===== src/design/lzx_pkg.sv =====
// Shared types, constants and code tables for the explode decompressor.
`timescale 1ns / 1ps
`default_nettype none
package lzx_pkg;

  localparam int BUF_W        = 40;
  localparam int CNT_W        = 6;
  localparam int BEAT_N       = 16;
  localparam int FILL_W       = 5;
  localparam int LEN_W        = 10;
  localparam int DIST_W       = 13;
  localparam int WINDOW_DEPTH_DEF = 4096;
  localparam logic [LEN_W-1:0] END_LEN = 10'd519;

  typedef enum logic [2:0] {
    TK_NEED = 3'd0,
    TK_LIT  = 3'd1,
    TK_COPY = 3'd2,
    TK_END  = 3'd3,
    TK_ERR  = 3'd4
  } tok_kind_e;

  typedef struct packed {
    tok_kind_e              kind;
    logic [7:0]             lit;
    logic [LEN_W-1:0]       len;
    logic [DIST_W-1:0]      distance;
  } tok_t;

  typedef struct packed {
    logic       hit;
    logic [7:0] value;
  } match_t;

  typedef struct packed {
    logic             hit;
    logic [LEN_W-1:0] base;
    logic [3:0]       extra;
  } len_pfx_t;

  localparam logic [7:0] LIT_ROM [256] = '{
    8'h20, 8'h45, 8'h61, 8'h65, 8'h69, 8'h6c, 8'h6e, 8'h6f, 8'h72, 8'h73, 8'h74, 8'h75,
    8'h2d, 8'h31, 8'h41, 8'h43, 8'h44, 8'h49, 8'h4c, 8'h4e, 8'h4f, 8'h52, 8'h53, 8'h54,
    8'h62, 8'h63, 8'h64, 8'h66, 8'h67, 8'h68, 8'h6d, 8'h70, 8'h0a, 8'h0d, 8'h28, 8'h29,
    8'h2c, 8'h2e, 8'h30, 8'h32, 8'h33, 8'h34, 8'h35, 8'h37, 8'h38, 8'h3d, 8'h42, 8'h46,
    8'h4d, 8'h50, 8'h55, 8'h6b, 8'h77, 8'h09, 8'h22, 8'h27, 8'h2a, 8'h2f, 8'h36, 8'h39,
    8'h3a, 8'h47, 8'h48, 8'h57, 8'h5b, 8'h5f, 8'h76, 8'h78, 8'h79, 8'h2b, 8'h3e, 8'h4b,
    8'h56, 8'h58, 8'h59, 8'h5d, 8'h21, 8'h24, 8'h26, 8'h71, 8'h7a, 8'h00, 8'h3c, 8'h3f,
    8'h4a, 8'h51, 8'h5a, 8'h5c, 8'h6a, 8'h7b, 8'h7c, 8'h01, 8'h02, 8'h03, 8'h04, 8'h05,
    8'h06, 8'h07, 8'h08, 8'h0b, 8'h0c, 8'h0e, 8'h0f, 8'h10, 8'h11, 8'h12, 8'h13, 8'h14,
    8'h15, 8'h16, 8'h17, 8'h18, 8'h19, 8'h1b, 8'h1c, 8'h1d, 8'h1e, 8'h1f, 8'h23, 8'h25,
    8'h3b, 8'h40, 8'h5e, 8'h60, 8'h7d, 8'h7e, 8'h7f, 8'hb0, 8'hb1, 8'hb2, 8'hb3, 8'hb4,
    8'hb5, 8'hb6, 8'hb7, 8'hb8, 8'hb9, 8'hba, 8'hbb, 8'hbc, 8'hbd, 8'hbe, 8'hbf, 8'hc0,
    8'hc1, 8'hc2, 8'hc3, 8'hc4, 8'hc5, 8'hc6, 8'hc7, 8'hc8, 8'hc9, 8'hca, 8'hcb, 8'hcc,
    8'hcd, 8'hce, 8'hcf, 8'hd0, 8'hd1, 8'hd2, 8'hd3, 8'hd4, 8'hd5, 8'hd6, 8'hd7, 8'hd8,
    8'hd9, 8'hda, 8'hdb, 8'hdc, 8'hdd, 8'hde, 8'hdf, 8'he1, 8'he5, 8'he9, 8'hee, 8'hf2,
    8'hf3, 8'hf4, 8'h1a, 8'h80, 8'h81, 8'h82, 8'h83, 8'h84, 8'h85, 8'h86, 8'h87, 8'h88,
    8'h89, 8'h8a, 8'h8b, 8'h8c, 8'h8d, 8'h8e, 8'h8f, 8'h90, 8'h91, 8'h92, 8'h93, 8'h94,
    8'h95, 8'h96, 8'h97, 8'h98, 8'h99, 8'h9a, 8'h9b, 8'h9c, 8'h9d, 8'h9e, 8'h9f, 8'ha0,
    8'ha1, 8'ha2, 8'ha3, 8'ha4, 8'ha5, 8'ha6, 8'ha7, 8'ha8, 8'ha9, 8'haa, 8'hab, 8'hac,
    8'had, 8'hae, 8'haf, 8'he0, 8'he2, 8'he3, 8'he4, 8'he6, 8'he7, 8'he8, 8'hea, 8'heb,
    8'hec, 8'hed, 8'hef, 8'hf0, 8'hf1, 8'hf5, 8'hf6, 8'hf7, 8'hf8, 8'hf9, 8'hfa, 8'hfb,
    8'hfc, 8'hfd, 8'hfe, 8'hff
  };

  // literal prefix code rows 4..13
  function automatic match_t lit_match(input logic [12:0] bits, input logic [3:0] n);
    logic [12:0] code;
    logic [7:0]  cnt;
    logic [8:0]  val;
    logic [12:0] diff;
    match_t      m;
    case (n)
      4'd4:    begin code = 13'h0F; cnt = 8'd1;  val = 9'd0;   end
      4'd5:    begin code = 13'h13; cnt = 8'd11; val = 9'd11;  end
      4'd6:    begin code = 13'h12; cnt = 8'd20; val = 9'd31;  end
      4'd7:    begin code = 13'h0F; cnt = 8'd21; val = 9'd52;  end
      4'd8:    begin code = 13'h0E; cnt = 8'd16; val = 9'd68;  end
      4'd9:    begin code = 13'h15; cnt = 8'd7;  val = 9'd75;  end
      4'd10:   begin code = 13'h25; cnt = 8'd5;  val = 9'd80;  end
      4'd11:   begin code = 13'h40; cnt = 8'd10; val = 9'd90;  end
      4'd12:   begin code = 13'h25; cnt = 8'd91; val = 9'd181; end
      4'd13:   begin code = 13'h00; cnt = 8'd74; val = 9'd255; end
      default: begin code = 13'h00; cnt = 8'd0;  val = 9'd0;   end
    endcase
    diff = bits - code;
    m.hit = (bits >= code) && (diff < {5'd0, cnt});
    m.value = 8'(val - diff[8:0]);
    return m;
  endfunction

  // offset prefix code rows 2 and 4..8
  function automatic match_t off_match(input logic [7:0] bits, input logic [3:0] n);
    logic [7:0] code;
    logic [7:0] cnt;
    logic [7:0] val;
    logic [7:0] diff;
    match_t     m;
    case (n)
      4'd2:    begin code = 8'h03; cnt = 8'd1;  val = 8'h00; end
      4'd4:    begin code = 8'h0A; cnt = 8'd2;  val = 8'h02; end
      4'd5:    begin code = 8'h10; cnt = 8'd4;  val = 8'h06; end
      4'd6:    begin code = 8'h11; cnt = 8'd15; val = 8'h15; end
      4'd7:    begin code = 8'h08; cnt = 8'd26; val = 8'h2F; end
      4'd8:    begin code = 8'h00; cnt = 8'd16; val = 8'h3F; end
      default: begin code = 8'h00; cnt = 8'd0;  val = 8'h00; end
    endcase
    diff = bits - code;
    m.hit = (bits >= code) && (diff < cnt);
    m.value = val - diff;
    return m;
  endfunction

  // length prefix tree, MSB-first prefix of n bits
  function automatic len_pfx_t len_prefix(input logic [6:0] p, input logic [2:0] n);
    len_pfx_t r;
    r = '0;
    case (n)
      3'd2: if (p == 7'd3) r = '{1'b1, 10'd3, 4'd0};
      3'd3: begin
        if (p == 7'd5) r = '{1'b1, 10'd2, 4'd0};
        if (p == 7'd4) r = '{1'b1, 10'd4, 4'd0};
        if (p == 7'd3) r = '{1'b1, 10'd5, 4'd0};
      end
      3'd4: begin
        if (p == 7'd5) r = '{1'b1, 10'd6, 4'd0};
        if (p == 7'd4) r = '{1'b1, 10'd7, 4'd0};
        if (p == 7'd3) r = '{1'b1, 10'd8, 4'd0};
      end
      3'd5: begin
        if (p == 7'd5) r = '{1'b1, 10'd9, 4'd0};
        if (p == 7'd4) r = '{1'b1, 10'd10, 4'd1};
        if (p == 7'd3) r = '{1'b1, 10'd12, 4'd2};
        if (p == 7'd2) r = '{1'b1, 10'd16, 4'd3};
      end
      3'd6: begin
        if (p == 7'd3) r = '{1'b1, 10'd24, 4'd4};
        if (p == 7'd2) r = '{1'b1, 10'd40, 4'd5};
        if (p == 7'd1) r = '{1'b1, 10'd72, 4'd6};
      end
      3'd7: begin
        if (p == 7'd1) r = '{1'b1, 10'd136, 4'd7};
        if (p == 7'd0) r = '{1'b1, 10'd264, 4'd8};
      end
      default: r = '0;
    endcase
    return r;
  endfunction

endpackage
`default_nettype wire


===== src/design/lzx_token_dec.sv =====
// Bit-serial token parser: scans the bit buffer one bit per cycle.
`timescale 1ns / 1ps
`default_nettype none
module lzx_token_dec
  import lzx_pkg::*;
(
  input  wire logic             clk_i,
  input  wire logic             rst_ni,
  input  wire logic             start_i,
  input  wire logic [BUF_W-1:0] buf_i,
  input  wire logic [CNT_W-1:0] cnt_i,
  input  wire logic             lmode_i,
  input  wire logic [2:0]       dbits_i,
  output logic                  done_o,
  output tok_t                  tok_o,
  output logic      [BUF_W-1:0] rem_buf_o,
  output logic      [CNT_W-1:0] rem_cnt_o
);

  typedef enum logic [7:0] {
    DS_IDLE  = 8'b0000_0001,
    DS_FLAG  = 8'b0000_0010,
    DS_RAW   = 8'b0000_0100,
    DS_LWALK = 8'b0000_1000,
    DS_LEN   = 8'b0001_0000,
    DS_LEXT  = 8'b0010_0000,
    DS_OWALK = 8'b0100_0000,
    DS_OLOW  = 8'b1000_0000
  } dstate_e;

  dstate_e          state_q, state_d;
  logic [BUF_W-1:0] scan_q, scan_d;
  logic [CNT_W-1:0] cnt_q, cnt_d;
  logic [12:0]      acc_q, acc_d;
  logic [3:0]       nb_q, nb_d;
  logic [7:0]       low_q, low_d;
  logic [3:0]       idx_q, idx_d;
  logic [3:0]       xtra_q, xtra_d;
  logic [LEN_W-1:0] base_q, base_d;
  logic [LEN_W-1:0] len_q, len_d;
  logic [5:0]       hi_q, hi_d;

  logic             bitv;
  logic [12:0]      acc_n;
  logic [3:0]       nb_n;
  logic [7:0]       low_n;
  logic [3:0]       idx_n;
  logic [3:0]       lb;
  logic [LEN_W-1:0] len_v;
  logic [11:0]      offs;
  match_t           lm, om;
  len_pfx_t         lp;

  always_comb begin
    state_d = state_q;
    scan_d  = scan_q;
    cnt_d   = cnt_q;
    acc_d   = acc_q;
    nb_d    = nb_q;
    low_d   = low_q;
    idx_d   = idx_q;
    xtra_d  = xtra_q;
    base_d  = base_q;
    len_d   = len_q;
    hi_d    = hi_q;
    done_o  = 1'b0;
    tok_o   = '0;
    tok_o.kind = TK_NEED;

    bitv  = scan_q[0];
    acc_n = {acc_q[11:0], bitv};
    nb_n  = nb_q + 4'd1;
    low_n = low_q;
    low_n[idx_q[2:0]] = bitv;
    idx_n = idx_q + 4'd1;
    lm    = lit_match(acc_n, nb_n);
    om    = off_match(acc_n[7:0], nb_n);
    lp    = len_prefix(acc_n[6:0], nb_n[2:0]);
    lb    = (len_q == LEN_W'(2)) ? 4'd2 : {1'b0, dbits_i};
    len_v = base_q + LEN_W'(low_n);
    offs  = ({6'd0, hi_q} << lb) | {4'd0, low_n};

    if (start_i) begin
      scan_d  = buf_i;
      cnt_d   = cnt_i;
      state_d = DS_FLAG;
    end else if (state_q != DS_IDLE) begin
      if (cnt_q == '0) begin
        done_o  = 1'b1;
        state_d = DS_IDLE;
      end else begin
        scan_d = scan_q >> 1;
        cnt_d  = cnt_q - 1'b1;
        case (state_q)
          DS_FLAG: begin
            acc_d = '0;
            nb_d  = '0;
            low_d = '0;
            idx_d = '0;
            if (bitv) begin
              state_d = DS_LEN;
            end else if (lmode_i) begin
              state_d = DS_LWALK;
            end else begin
              state_d = DS_RAW;
            end
          end
          DS_RAW: begin
            low_d = low_n;
            idx_d = idx_n;
            if (idx_n == 4'd8) begin
              done_o     = 1'b1;
              tok_o.kind = TK_LIT;
              tok_o.lit  = low_n;
              state_d    = DS_IDLE;
            end
          end
          DS_LWALK: begin
            acc_d = acc_n;
            nb_d  = nb_n;
            if (nb_n >= 4'd4) begin
              if (lm.hit) begin
                done_o     = 1'b1;
                tok_o.kind = TK_LIT;
                tok_o.lit  = LIT_ROM[lm.value];
                state_d    = DS_IDLE;
              end else if (nb_n == 4'd13) begin
                done_o     = 1'b1;
                tok_o.kind = TK_ERR;
                state_d    = DS_IDLE;
              end
            end
          end
          DS_LEN: begin
            acc_d = acc_n;
            nb_d  = nb_n;
            if (lp.hit) begin
              base_d = lp.base;
              acc_d  = '0;
              nb_d   = '0;
              if (lp.extra == '0) begin
                len_d   = lp.base;
                state_d = DS_OWALK;
              end else begin
                xtra_d  = lp.extra;
                low_d   = '0;
                idx_d   = '0;
                state_d = DS_LEXT;
              end
            end
          end
          DS_LEXT: begin
            low_d = low_n;
            idx_d = idx_n;
            if (idx_n == xtra_q) begin
              if (len_v == END_LEN) begin
                done_o     = 1'b1;
                tok_o.kind = TK_END;
                state_d    = DS_IDLE;
              end else begin
                len_d   = len_v;
                state_d = DS_OWALK;
              end
            end
          end
          DS_OWALK: begin
            acc_d = acc_n;
            nb_d  = nb_n;
            if (nb_n >= 4'd2) begin
              if (om.hit) begin
                hi_d    = om.value[5:0];
                low_d   = '0;
                idx_d   = '0;
                state_d = DS_OLOW;
              end else if (nb_n == 4'd8) begin
                done_o     = 1'b1;
                tok_o.kind = TK_ERR;
                state_d    = DS_IDLE;
              end
            end
          end
          DS_OLOW: begin
            low_d = low_n;
            idx_d = idx_n;
            if (idx_n == lb) begin
              done_o         = 1'b1;
              tok_o.kind     = TK_COPY;
              tok_o.len      = len_q;
              tok_o.distance = {1'b0, offs} + 13'd1;
              state_d        = DS_IDLE;
            end
          end
          default: state_d = DS_IDLE;
        endcase
      end
    end
    rem_buf_o = scan_d;
    rem_cnt_o = cnt_d;
  end

  always_ff @(posedge clk_i or negedge rst_ni) begin
    if (!rst_ni) begin
      state_q <= DS_IDLE;
    end else begin
      state_q <= state_d;
    end
  end

  always_ff @(posedge clk_i) begin
    scan_q <= scan_d;
    cnt_q  <= cnt_d;
    acc_q  <= acc_d;
    nb_q   <= nb_d;
    low_q  <= low_d;
    idx_q  <= idx_d;
    xtra_q <= xtra_d;
    base_q <= base_d;
    len_q  <= len_d;
    hi_q   <= hi_d;
  end

endmodule
`default_nettype wire


===== config.mk =====
export PLATFORM = sky130hd
export DESIGN_NAME = lzx_token_dec
export DESIGN_NICKNAME = d
export VERILOG_FILES = /design/src/design/lzx_pkg.sv /design/src/design/lzx_token_dec.sv
export SDC_FILE = /design/constraint.sdc
export NUM_CORES = 1
export LEC_CHECK = 0
export ABC_CLOCK_PERIOD_IN_PS = 10850
export BUFFER_PORTS_ARGS = -buffer_cell sky130_fd_sc_hd__buf_2
export CAP_MARGIN = 10
export CORE_MARGIN = 1.5
export CORE_UTILIZATION = 65
export DETAILED_ROUTE_END_ITERATION = 7
export PLACE_DENSITY = 0.95
export SLEW_MARGIN = 20
export SYNTH_ARGS = -nofsm -noshare
export SYNTH_HDL_FRONTEND = slang
export SYNTH_SLANG_ARGS = --single-unit

===== constraint.sdc =====
create_clock -name clk_i -period 10.85 [get_ports clk_i]
set_input_delay 0.5425 -clock clk_i [delete_from_list [all_inputs] [get_ports clk_i]]
set_output_delay 0.5425 -clock clk_i [all_outputs]
set_load 0.02 [all_outputs]

==> results.md, run 1 <==
* Fmax at 124.3 MHz
* Synth warn at 0
* Post-route DRC at 24
* # setup viols final at 0
* Primary FF master, synth: edfxtp_1
* Largest net degree at the start of global routing at 100
* Number of global-route vias before repair at 10.37k
* Yosys top cell area share at 0.1580
* Slew at the pin closest to its max-slew limit at 1.116 ns
* Die area at 0.01745 mm2
* Critical path launch point type: register
* Synth area leader: edfxtp_1
* Leak at 0.004982 uW
* #FFs+latches synth at 111
* Max-Cap Viols at 0
* Via count at 11.34k
* # IOs at 134
* Routed length per instance at 20.09 um
* Asr flop ratio synth at 0.07207
* Critical path class: register to output port
* Post-Layout Inst Area at 0.01192 mm2
* Layout cells sized above 1 at 0.1571
* Die height at 132.1 um
* Global-route wire length before repair at 52560 um
* RSZ-0062 raised after global routing: no
* Synth cell types at 96
* Post-Synthesis Cells at 1373
* Starting Density at 0.6603
* Pre-Repair DR Iteration Count at 8
* Routed WL at 33460 um
* 1st-iter DRT viols at 1487
* Minimum clock period at 8.047 ns
* Postcts setup bufs at 0
* CTS Buf Count at 9
* WP data required at 10.31 ns
* Pwr Density at 214.7 mW/mm2
* Sinks on Clock Net at 111
* Crit-path max FO at 20
* EDFF count, synth at 57
* Core area at 0.01641 mm2
* # resized after CTS at 0
* Final-report max-slew violation count at 0
* Clock Skew at 0.01232 ns
* Slew HR at 0.2542
* Cell Area, Synth at 0.01083 mm2
* Seq/Total Area, Yosys at 0.2616
* Crit share post-route at 0.7416
* TritonCTS clock tree: yes
* Grt total ovfl at 0
* I/O Buffers at 133
* Final hold vios at 0
* Worst-Skew Late Latency at 0.36 ns
* Area contributors post-synth: edfxtp_1, dfxtp_1, ha_1
* Setup crit end kind: output port
* Synth Area per Inst at 7.891 um2
* Critical Path AT at 7.50 ns
* Violated checks: design-rule violations
* Area Overhead vs Synth at 10.04%
* Synthesized Nets at 1489
* Ant diodes at 0
* CTS root buf: clkbuf_16
* Vias per std cell at 6.810
* Clock buffer depth at 2
* Final ANT Viol Nets at 0
* Worst hold path class: primary input to async pin
* Gr usage total at 0.3701
* CTS Hold Bufs at 0
* Nets at 1556
* Placer Congestion at 0.9657
* CTS H-Tree Depth at 3
* Die width at 132.1 um
* Dpl hpwl at 23980 um
* Sum Neg Setup Slack at 0 ns
* Max VDD drop at 276.4 uV
* Placement Cell Area at 0.01161 mm2
* Clock-pin slew of the registers on the worst-case setup and hold paths at 0.08 ns
* Status: finished, violations left
* Cell Rows at 47
* Initial antenna violation count at 0
[layout by cell type, fill, tap and decap left out, types with 19 or more instances in the layout]
cell type	synthesis	layout
and2_1	23	23
ha_1	58	58
nor3_1	44	43
a31oi_1	26	26
a21oi_1	68	68
buf_2	19	133
buf_4	3	19
dfxtp_1	46	46
nor2b_1	36	36
nand2_1	167	167
edfxtp_1	57	57
nand3_1	32	32
inv_1	52	52
o211ai_1	20	20
o21ai_0	113	113
mux2i_1	57	57
a211oi_1	24	22
xnor2_1	32	28
nor2_1	105	104
[registers in the layout, summed over array words and instances, names as in the netlist]
| register | count |
|---|---|
| len_q | 10 |
| idx_q | 4 |
| base_q | 9 |
| nb_q | 4 |
| hi_q | 6 |
| low_q | 8 |
| xtra_q | 4 |
| state_q | 8 |
| cnt_q | 6 |
| acc_q | 12 |
| scan_q | 40 |
[final timing paths]
kind                            startpoint         end  slack [ns]  depth (start not counted)
worst max-delay path               nb_q[0]   tok_o[25]        2.80                         19
worst min-delay path                rst_ni  state_q[7]       0.002                          1
max in group asynchronous           rst_ni  state_q[0]       10.61                          1
worst max register to register     nb_q[0]  state_q[0]        4.93                         20
min in group clk_i               buf_i[21]  scan_q[21]        0.41                          3
worst min register to register  scan_q[39]  scan_q[39]        0.52                          2
[report_power, final]
| part | switching (uW) | leakage [uW] | internal [uW] |
|---|---|---|---|
| clock network | 178 | 0.000150 | 166 |
| registers | 31.9 | 0.00101 | 475 |
| logic | 1140 | 0.00382 | 571 |
[synth_stat cells (12+ instances only)]
cell      instances
ha_1             58
a31oi_1          26
a21oi_1          68
o21a_1           12
or3_1            16
clkbuf_1         69
inv_1            52
a21o_1           13
edfxtp_1         57
a211oi_1         24
nand2_1         167
o211ai_1         20
o21ai_0         113
nand2b_1         14
nand3_1          32
nor3_1           44
buf_2            19
nor2b_1          36
xnor2_1          32
dfxtp_1          46
nor3b_1          12
o31ai_1          12
and2_1           23
mux2i_1          57
nor2_1          105
xor2_1           17
[worst max-delay path: stages (launching register included)]
cell and delay, ns:
edfxtp_1 0.62, ha_1 0.50, inv_1 0.14, and2_1 0.18, o21ai_0 0.57, nand2b_1 0.20
fa_1 0.57, inv_1 0.08, fa_1 1.07, inv_1 0.33, ha_1 0.59, inv_1 0.28
o211ai_1 0.16, a32oi_1 0.28, a211oi_1 0.07, a2111oi_0 0.73, a2111oi_0 0.24, o31ai_1 0.24
a31oi_1 0.11, buf_2 0.17
[routing by layer]
layer	vias to the layer above	global-route usage	share of wire
met4	0	0.1722	0.044
li1	5215	-	-
met2	741	0.6024	0.47
met5	-	0	0
met3	140	0.05383	0.092
met1	5242	0.4876	0.40
[metrics by stage]
step / util / setup WS (ns) / power (uW) / hold WS [ns] / cells
after floorplan: - / 4.403 / 1730 / 0.2469 / 1373
after global placement: 0.7075 / 3.773 / 2140 / 0.3889 / 1649
after detailed placement: 0.7075 / 3.528 / 2150 / 0.3955 / 1649
after CTS: 0.7263 / 3.122 / 2494 / 0.01257 / 1665
after global routing: 0.7266 / 2.502 / 2687 / 0.01552 / 1665
final: 0.7266 / 2.803 / 2559 / 0.002059 / 1665
[cell type report]
type	instances	area (um2)
fill	1225	4486
sequential	111	2834
timing repair buffer	152	808.3
clock inverter	7	83.83
multi-input combinational	1113	7496
clock buffer	9	225.2
inverter	53	198.9
tap	220	275.3
[cells by family (layout without fill, tap and decap cells)]
family,Yosys count,count (layout),synth area share
AND/OR/NAND/NOR,527,527,0.2471
AO/OA/AOI/OAI,406,406,0.2544
buffers and inverters,149,221,0.05497
flip-flops,111,111,0.2616
adder cells (fa/ha/maj),66,66,0.07899
multiplexers,63,63,0.05890
XOR/XNOR,51,51,0.04400
(Power assumes the default switching activity.)
==> inputs of run 2 (changes only) <==
- ABC_AREA: not set -> 1
- ABC_CLOCK_PERIOD_IN_PS: 10850 -> 7050
- CORE_UTILIZATION: 65 -> 54
- PLACE_DENSITY: 0.95 -> 0.9
- clock period: 10.85 -> 7.05 ns (I/O delays scaled with it)
==> run 2 against run 1 <==
Compared with the run above:
- sequential power grew 51%
- critical endpoint is now tok_o[24]
- via count shrank 1.2%
- power grew 37%
- clock power grew 52%
- register-to-register slack lost 3.2 ns
- hold slack gained 0.20 ns
- largest power group unchanged
- the run now ends clean
- routed wire length shrank 9.4%
- cell area shrank 4.6%
- flip-flop and latch count is the same
==> results.md, run 2 <==
* 1st-iter DRT viols at 1065 (-28%)
* Area Overhead vs Synth at 10.84%
* I/O Buffers at 133 (unchanged)
* Max reg flops at 40 (unchanged)
* Seq/Total Area, Yosys at 0.2762 (+0.01464)
* Setup ws final at 0.5682 ns (-2.235 ns)
* Finished Layout Cells at 1954 (+17%)
* Routed length per instance at 15.51 um (-23%)
* Critical path launch point type: register
* Die width at 140.8 um (+6.6%)
* Ant diodes at 0 (unchanged)
* Worst slack, placed at 1.109 ns (-2.418 ns)
* CTS H-Tree Depth at 3 (unchanged)
* Core area at 0.01864 mm2 (+14%)
* # IOs at 134 (unchanged)
* Cell Rows at 50 (+6.4%)
* Largest net degree at the start of global routing at 72 (-28%)
* Commonest non-fill, non-tap cells in the layout: nand2_1, nor2_1, inv_1, nand3_1, o21ai_0
* Clock buffer depth at 2 (unchanged)
* Synth top cells by count: nand2_1, nor2_1, inv_1, nand3_1, o21ai_0
* Via count at 11.20k (-1.2%)
* Clock-pin slew of the registers on the worst-case setup and hold paths at 0.07 ns (about the same)
* Worst hold path class: primary input to register
* Setup crit end kind: output port
* Max VDD drop at 230.7 uV (-17%)
* CTS Buf Count at 9 (unchanged)
* Placer Congestion at 1.041 (+7.8%)
* Synth Area per Inst at 6.361 um2 (-19%)
* Number of global-route vias before repair at 10.38k (+0.087%)
* Crit-path slowest cell: edfxtp_1
* Nets at 1831 (+18%)
* Leak at 0.005775 uW (+16%)
* Dpl hpwl at 23340 um (-2.7%)
* Gr usage total at 0.3040 (-0.06608)
* Sinks on Clock Net at 111 (unchanged)
* Final ANT Viol Nets at 0 (unchanged)
* # setup viols final at 0 (unchanged)
* Vias per std cell at 5.733 (-16%)
* Synth area leader: edfxtp_1
* Area contributors post-synth: edfxtp_1, nand2_1, dfxtp_1
* # resized after CTS at 0 (unchanged)
* Dominant cell by count in the synthesized netlist: nand2_1
* Pre-Repair DR Iteration Count at 6 (-2)
* Postcts setup bufs at 0 (unchanged)
* Clock Skew at 0.01250 ns (+0.0001876 ns)
* Fmax at 154.3 MHz
* Die area at 0.01984 mm2 (+14%)
* Max-Cap Viols at 0 (unchanged)
* Layout cells sized above 1 at 0.1378 (-0.01930)
* Minimum clock period at 6.482 ns
* Asr flop ratio synth at 0.07207 (unchanged)
* TritonCTS clock tree: yes
* #FFs+latches synth at 111 (unchanged)
* Worst-Skew Late Latency at 0.36 ns (about the same)
* Crit-path max FO at 40 (+100%)
* RSZ-0062 raised after global routing: no
* Global-route wire length before repair at 49180 um (-6.4%)
* Pwr Density at 308.5 mW/mm2 (+44%)
* Synth cell types at 56 (-42%)
* Slew at the pin closest to its max-slew limit at 1.072 ns (-0.04350 ns)
* Critical path class: register to output port
* Final-report max-slew violation count at 0 (unchanged)
* Starting Density at 0.5503 (-0.1100)
* Primary FF master, synth: edfxtp_1
* Slew HR at 0.2844 (+0.03016)
* Top Registers: scan_q: 40 flops, acc_q: 12 flops, len_q: 10 flops
* Status: finished, final reports clean
* Critical Path AT at 6.13 ns (-1.37 ns)
* Min Hold Slack at 0.2007 ns (+0.1986 ns)
* WP data required at 6.70 ns (-3.61 ns)
* Synthesized Nets at 1729 (+16%)
* Worst stage delay on the critical path at 0.56 ns (-0.51 ns)
* Post-Synthesis Cells at 1613 (+17%)
* EDFF count, synth at 57 (unchanged)
* Placed cell count at 1937 (+17%)
* Cell Area, Synth at 0.01026 mm2 (-5.3%)
* CP dominant cell by count: nand2_1
* Largest register by flop count: scan_q
* Routed WL at 30320 um (-9.4%)
* Filler instances at 1703 (+39%)
* Crit share post-route at 0.9194
* Most common cell after layout, fill and taps aside: nand2_1
* Final hold vios at 0 (unchanged)
* Sum Neg Setup Slack at 0 ns (unchanged)
* Post-route DRC at 0 (-100%)
* Die height at 140.8 um (+6.6%)
* Initial antenna violation count at 0 (unchanged)
* Synth warn at 0 (unchanged)
* CTS root buf: clkbuf_16
* Yosys top cell area share at 0.1668 (+0.008843)
* Grt total ovfl at 0 (unchanged)
run 2: changes by cell type after synthesis, moves of 17 or more:
cell / previous run / this run
nand2_1: 167 / 409
inv_1: 52 / 203
nand3_1: 32 / 145
nor2_1: 105 / 205
mux2i_1: 57 / 0
clkbuf_1: 69 / 31
nor2b_1: 36 / 0
xnor2_1: 32 / 4
inv_2: 0 / 26
o21ai_0: 113 / 139
nor3_1: 44 / 20
a211oi_1: 24 / 1
a31oi_1: 26 / 7
and2_1: 23 / 6
run 2: path summary, 6_finish.rpt:
path,start,depth (start not counted),slack (ns),to
max reg2reg,nb_q[0],27,1.75,len_q[7]
max,nb_q[0],30,0.57,tok_o[24]
min reg2reg,state_q[7],2,0.48,state_q[7]
min in group asynchronous,rst_ni,2,0.35,state_q[5]
min,lmode_i,2,0.20,state_q[2]
max in group asynchronous,rst_ni,2,6.46,state_q[0]
run 2: what timing repair did:
| action | in CTS | in global routing |
|---|---|---|
| hold buffers | 1 | 0 |
| hold endpoints to repair | 7 | 0 |
| setup endpoints to repair | 0 | 0 |
run 2: per-stage QoR:
stage	total power (uW)	instance area (um2)	util
2_1_floorplan	2403	10260	-
3_3_place_gp	2935	11060	0.5932
3_5_place_dp	2926	11060	0.5932
4_1_cts	3453	11370	0.6100
5_1_grt	3793	11370	0.6100
6_report	3508	11370	0.6100
run 2: area by class of cell:
type / count / area, um2 / area share
multi-input cells: 1214 / 6299 / 0.5539
flip-flops and latches: 111 / 2834 / 0.2492
inverters: 232 / 870.8 / 0.07658
repair buffers: 147 / 773.2 / 0.06799
well taps: 234 / 292.8 / 0.02575
clock buffers: 11 / 254.0 / 0.02233
clock inverters: 5 / 48.80 / 0.004291
run 2: power breakdown:
| part | leakage (uW) | internal [uW] | switching, uW |
|---|---|---|---|
| registers | 0.00103 | 734 | 33.3 |
| logic | 0.00460 | 673 | 1540 |
| clock network | 0.000149 | 269 | 255 |
run 2: cell families after synthesis:
kind of cell | synth area share
flip-flops | 0.2762
adder cells (fa/ha/maj) | 0.08049
AO/OA/AOI/OAI | 0.1509
XOR/XNOR | 0.02378
AND/OR/NAND/NOR | 0.3585
buffers and inverters | 0.1101
run 2: metal layers:
metal | global-route usage | vias to the layer above | routed length [um] | part of all wire
met3 | 0.06488 | 72 | 3063 | 0.10
met4 | 0.08936 | 0 | 656 | 0.022
li1 | - | 5480 | - | -
met5 | 0 | - | 0 | 0
met2 | 0.4994 | 618 | 13990 | 0.46
met1 | 0.4034 | 5033 | 12610 | 0.42
run 2: worst max-delay path: cells and delay by family, from the launching register on:
family                   cells  cell delay (ns)
AND/OR/NAND/NOR             17             2.26
adder cells (fa/ha/maj)      4             1.28
buffers and inverters        4             0.79
AO/OA/AOI/OAI                4             0.66
flip-flops                   1             0.56
XOR/XNOR                     1             0.21
